`config.mk`:
```
export PLATFORM = sky130hd
export DESIGN_NAME = mbrot_ctrl
export DESIGN_NICKNAME = d
export VERILOG_FILES = /design/src/hdl/mbrot_pkg.sv /design/src/hdl/mbrot_ctrl.sv
export SDC_FILE = /design/constraint.sdc
export NUM_CORES = 1
export LEC_CHECK = 0
export ABC_AREA = 1
export BUFFER_PORTS_ARGS = -buffer_cell sky130_fd_sc_hd__buf_4
export CAP_MARGIN = 10
export CORE_AREA = 3 3 40 42
export CTS_CLUSTER_DIAMETER = 40
export DETAILED_ROUTE_END_ITERATION = 7
export DIE_AREA = 0 0 43 45
export MAX_ROUTING_LAYER = met4
export PLACE_DENSITY = 0.37
export SYNTH_ARGS = -nofsm -noshare
export SYNTH_HDL_FRONTEND = slang
export SYNTH_SLANG_ARGS = --single-unit
```
`constraint.sdc`:
```
create_clock -name clk -period 0.8 [get_ports clk]
set_input_delay 0.04 -clock clk [delete_from_list [all_inputs] [get_ports clk]]
set_output_delay 0.04 -clock clk [all_outputs]
set_load 0.05 [all_outputs]
```
`src/hdl/mbrot_pkg.sv`:
```
`timescale 1ns / 1ps

package mbrot_pkg;

  localparam int FRAC_BITS = 28;
  localparam int IN_W      = 32;
  localparam int LIM_W     = 16;
  localparam int OUT_W     = 16;
  localparam int XW        = FRAC_BITS + 5;
  localparam int MW        = FRAC_BITS + 1;
  localparam int PW        = 2 * MW;
  localparam int TW        = PW - FRAC_BITS;
  localparam logic [LIM_W-1:0] LIMIT_RESET = 16'd255;

  typedef enum logic [1:0] {
    S_IDLE,
    S_MUL,
    S_CHECK
  } state_t;

  typedef struct packed {
    logic load;
    logic mul;
    logic step;
    logic emit;
  } dp_cmd_t;

  typedef struct packed {
    logic escaped;
    logic at_limit;
  } dp_status_t;

endpackage

```
`src/hdl/mbrot_ctrl.sv`:
```
`timescale 1ns / 1ps

module mbrot_ctrl import mbrot_pkg::*; (
  input  logic       clk,
  input  logic       rst,
  input  logic       s_tvalid,
  output logic       s_tready,
  output logic       m_tvalid,
  input  logic       m_tready,
  input  dp_status_t status,
  output dp_cmd_t    cmd
);

  state_t state;
  state_t state_next;
  logic   out_valid;
  logic   out_valid_next;
  logic   out_free;

  assign out_free = !out_valid || m_tready;
  assign s_tready = (state == S_IDLE);
  assign m_tvalid = out_valid;

  always_ff @(posedge clk) begin
    if (rst) begin
      state     <= S_IDLE;
      out_valid <= 1'b0;
    end else begin
      state     <= state_next;
      out_valid <= out_valid_next;
    end
  end

  always_comb begin
    state_next = state;
    cmd        = '0;
    unique case (state)
      S_IDLE: begin
        if (s_tvalid) begin
          cmd.load   = 1'b1;
          state_next = S_MUL;
        end
      end
      S_MUL: begin
        cmd.mul    = 1'b1;
        state_next = S_CHECK;
      end
      S_CHECK: begin
        if (status.escaped || status.at_limit) begin
          if (out_free) begin
            cmd.emit   = 1'b1;
            state_next = S_IDLE;
          end
        end else begin
          cmd.step   = 1'b1;
          state_next = S_MUL;
        end
      end
      default: state_next = S_IDLE;
    endcase
  end

  always_comb begin
    if (cmd.emit) begin
      out_valid_next = 1'b1;
    end else if (m_tready) begin
      out_valid_next = 1'b0;
    end else begin
      out_valid_next = out_valid;
    end
  end

endmodule

```
* Yosys cells after proc, flatten, opt, wreduce, memory -nomap -nowiden
Index checks and enable logic that the tools add are counted.
** Word-level totals
- Word-level logic and storage cells :: 25
- Output and inout port bits :: 6
- Register bits after elaboration :: 3
- Bits of input ports :: 6
** Operators by class
- Reductions and logical operators :: 6
- Equal/unequal tests :: 4
- Multiplexer cells :: 13
** Operators by type and width (count)
- $mux W1 :: 8
- $mux W2 :: 4
- $pmux W2 S3 :: 1
- $ne A3 B3 Y1 const B :: 1
- $eq A2 B1 Y1 const B :: 1
- $eq A2 B2 Y1 const B :: 1
- $logic_not A2 Y1 :: 1
- $logic_or A1 B1 Y1 :: 2
- $ne A2 B2 Y1 const B :: 1
- $reduce_and A2 Y1 :: 1
- $reduce_bool A2 Y1 :: 1
- $logic_not A1 Y1 :: 1

* Longest topological paths before layout
- Depth in word-level cells :: 6
- Gate-level depth with buffers :: 5
- Mapped depth without buffers :: 4

* Worst setup path after synthesis
No wires, ideal clock.
- Kind :: flip-flop to output port
- Start :: register state[0]
- End :: output port cmd[3] (netlist name)
- Stages on the path, launching flop included :: 2
- Path buffers :: 0
- Data required time :: 0.760 ns
- Arrival time :: 1.518 ns
- Path slack :: -0.758 ns
- Cells stage by stage :: dfxtp_1 -> nor3b_1
** RTL lines
- start, declared :: line mbrot_ctrl.sv:14 : state_t state;
- start signal, assigned :: line mbrot_ctrl.sv:29 : state <= state_next;
- end, declared :: line mbrot_ctrl.sv:11 : output dp_cmd_t cmd

==> reports/qor_table.md <==
| Item | Reported |
|---|---|
| Synthesis-to-layout area growth | 167% |
| Required time of the critical path | 0.76 ns |
| Fraction of layout instances using a drive strength above 1 | 76.6% |
| Series of cell instances along the critical path | inv_4 > nor2_4 > nand2_2 > nor2_2 > buf_6 |
| Lkg Pwr | 0.207 nW |
| Post-synthesis compound-gate area fraction | 13.9% |
| Root buffer selected by CTS | clkbuf_4 |
| Grt ovf | 0 |
| Portion of total power attributed to combinational logic | 34.0% |
| Mean number of vias per cell | 3.85 |
| Total via count after detailed routing | 239 |
| Setup Slack @ Placement | -0.126 ns |
| Sequential power share | 25.8% |
| Clock Path Buffers | 2 |
| Main combinational cell family by area after synthesis | simple AND/OR/NAND/NOR gates |
| Synthesized net count | 32 |
| Post-Syn Instances | 26 |
| Synthesized area per cell | 6.59 sq um |
| Wire length after detailed routing | 503 um |
| RePlAce Congestion | 0.702 |
| Antenna Diode Count | 0 |
| CP endpoint kind | primary output |
| Worst path slowest cell | dfxtp_4 |
| Worst rel slew slack | 87.9% |
| Final-layout setup total negative slack | -1.56 ns |
| Cell variety after synth | 13 |
| Yosys top cell area share | 35.0% |
| Classification of the worst-slack hold path | in2reg |
| Total global-route track usage | 6.78% |
| Portion of the post-synthesis area used by sequential elements | 35.0% |
| Worst reg2reg setup slack | -0.16 ns |
| Outcome | complete, but fails checks |
| Height of the chip | 45 um |
| NumNets Final | 54 |
| Critical path's largest stage delay | 0.36 ns |
| Clock insertion delay at the later pin of the skew report | 0.24 ns |
| Maximum number of pins on one net before global-route repair | 7 |
| Post-synthesis share of cell area spent on full adders, half adders and majority gates | 0% |
| Setup repair after global routing missed its margin | true |
| Floorplan die area | 1940 sq um |
| Startpoint Class | register |
| Multiplexer share of the synthesized area | 0% |
| Minimum period implied by the final worst setup slack | 1.10 ns |
| Maximum ir drop on the vdd rail | 0.784 mV |
| Count of final max-slew check failures | 0 |
| Top area cells in the synthesized netlist | dfxtp_1 (35%), inv_1 (11%), buf_4 (8.8%), nor2_1 (8.8%), nand2_1 (6.6%) |
| Max-cap check violation count | 0 |
| Initial DRC count | 0 |
| Iteration count of the initial detailed-routing pass | 1 |
| Starting density of the core | 13.3% |
| Initial antenna violation count | 0 |
| Detailed placer's ending HPWL | 384 um |
| Worst Path Class, Setup | reg2out |
| Number of hold violations in the final report | 0 |
| Synthesis-stage register bit count | 3 |
| Area of the core region | 1280 sq um |
| Worst-case clock skew | 0.00308 ns |
| Placement row count | 13 |
| Dominant cell by count in the synthesized netlist | inv_1 |
| Power per Cell Area | 1450 nW/um^2 |
| Total clock buffers created by CTS | 3 |
| Share of async-settable or async-resettable flops after synthesis | 0% |
| TritonCTS clock tree | yes |
| Die extent in x | 43 um |
| Vias in the first global route | 248 |
| Failing checks | setup timing |
| Mapped cell area | 171 sq um |
| Share of power burned in the clock network | 40.2% |
| Max frequency | 909 MHz |
| Port Buffer Count | 11 |
| Post-synthesis share of cell area spent on and, or, nand and nor gates | 29.2% |
| Net switching power | 215 uW |
| CTS HTree Levels | 1 |
| Endpoints failing setup | 7 |
| Final WS setup | -0.300 ns |
| Final ANT Viol Nets | 0 |
| Post-Synth XOR/XNOR Area | 0% |
| Number of enable flip-flop cells after synthesis | 0 |
| Biggest fanout along the worst timing path | 3 |
| Period utilisation layout | 137% |
| Largest area contributor in the netlist | dfxtp_1 |
| Actual slew at the worst max-slew pin | 0.181 ns |
| CP arrival | 1.06 ns |
| Sw Ratio | 32.4% |
| Internal power summed over all cells | 449 uW |
| Top FF cell, synth | dfxtp_1 |
| Top cell types by occurrence after synthesis | inv_1 (5), nor2_1 (4), dfxtp_1 (3), nand2_1 (3) |
| Number of sinks handled by clock tree synthesis | 3 |
| Clock transition time at the flip-flop clock pins of the worst setup and hold paths | 0.03 ns |
| Per-cell routed wire length | 8.11 um |
| Residual DRC | 0 |
| Wire length of the first global-routing pass | 917 um |
| Number of I/O pins | 12 |
| Number of warnings reported in the yosys synthesis log | 0 |
routing by layer:
metal | track usage (%) | share of wire (%) | vias to the layer above | wire length (um)
met5 | - | 0 | - | 0
met4 | 3.61 | 2.8 | 0 | 14
met3 | 3.59 | 7.4 | 2 | 37
met2 | 9.88 | 53 | 8 | 265
met1 | 7.49 | 37 | 109 | 185
li1 | - | - | 120 | -
repair_timing:
item / 4_1_cts / 5_1_grt
pin swaps: 4 / 6
hold buffers: 1 / 0
endpoints found under the setup margin: 7 / 8
gates resized for setup: 15 / 3
endpoints found under the hold margin: 2 / 0
setup buffers: 3 / 2
cells in the final DEF, fill, tap and decap left out:
| master | n |
|---|---|
| inv_2 | 1 |
| nor2_1 | 1 |
| nor2_4 | 2 |
| dfxtp_4 | 3 |
| a21oi_2 | 2 |
| nor3b_4 | 1 |
| nor2_2 | 2 |
| clkbuf_1 | 1 |
| buf_12 | 1 |
| clkbuf_4 | 3 |
| nor3_4 | 1 |
| buf_4 | 8 |
| nand3_2 | 1 |
| dlygate4sd3_1 | 1 |
| nand2_2 | 1 |
| nand2_1 | 2 |
| inv_4 | 1 |
| inv_1 | 4 |
| a21oi_1 | 1 |
| buf_6 | 9 |
| o21ai_1 | 1 |
final timing paths:
kind,start,to,depth (start not counted)
max,state[1],cmd[0],5
min,rst,state[0],4
max reg2reg,state[1],m_tvalid,6
min reg2reg,state[1],state[0],2
registers in the layout, indices dropped and copies added, names as in the netlist:
signal    flops
state         2
m_tvalid      1
power by group through the flow:
stage / Clock, mW / Combinational [mW] / Sequential (mW)
2_1_floorplan: 0 / 0.109 / 0.178
3_3_place_gp: 0 / 0.172 / 0.174
3_5_place_dp: 0 / 0.172 / 0.175
4_1_cts: 0.277 / 0.221 / 0.172
5_1_grt: 0.296 / 0.243 / 0.173
6_report: 0.267 / 0.226 / 0.171
layout make-up:
| class | instances | area (sq um) |
|---|---|---|
| Clock buffer | 4 | 26.3 |
| Fill cell | 143 | 827 |
| Inverter | 6 | 25.0 |
| Multi-Input combinational cell | 15 | 125 |
| Sequential cell | 3 | 71.3 |
| Tap cell | 15 | 18.8 |
| Timing Repair Buffer | 19 | 191 |
critical path, delay by kind of cell (launching register included):
kind,cells,cell delay (ns)
simple gates,3,0.25
buf+inv,2,0.21
flops,1,0.36
through the flow:
step	power (mW)	hold slack [ns]	cells	util (%)	cell area, sq um
finish	0.664	0.0650	62	35.6	458
global route	0.712	0.0887	62	35.6	458
CTS	0.670	0.0677	61	34.1	438
detailed placement	0.346	0.211	53	24.6	317
global placement	0.346	0.210	53	24.6	317
floorplan	0.287	0.0933	26	-	211
cell families (layout without fill, tap and decap cells):
group,after synthesis,in the layout
DFF,3,3
AOI/OAI and AO/OA,4,4
buffers and inverters,8,29
and+or+nand+nor,11,11
No activity file was read; power rests on OpenSTA's default activity.
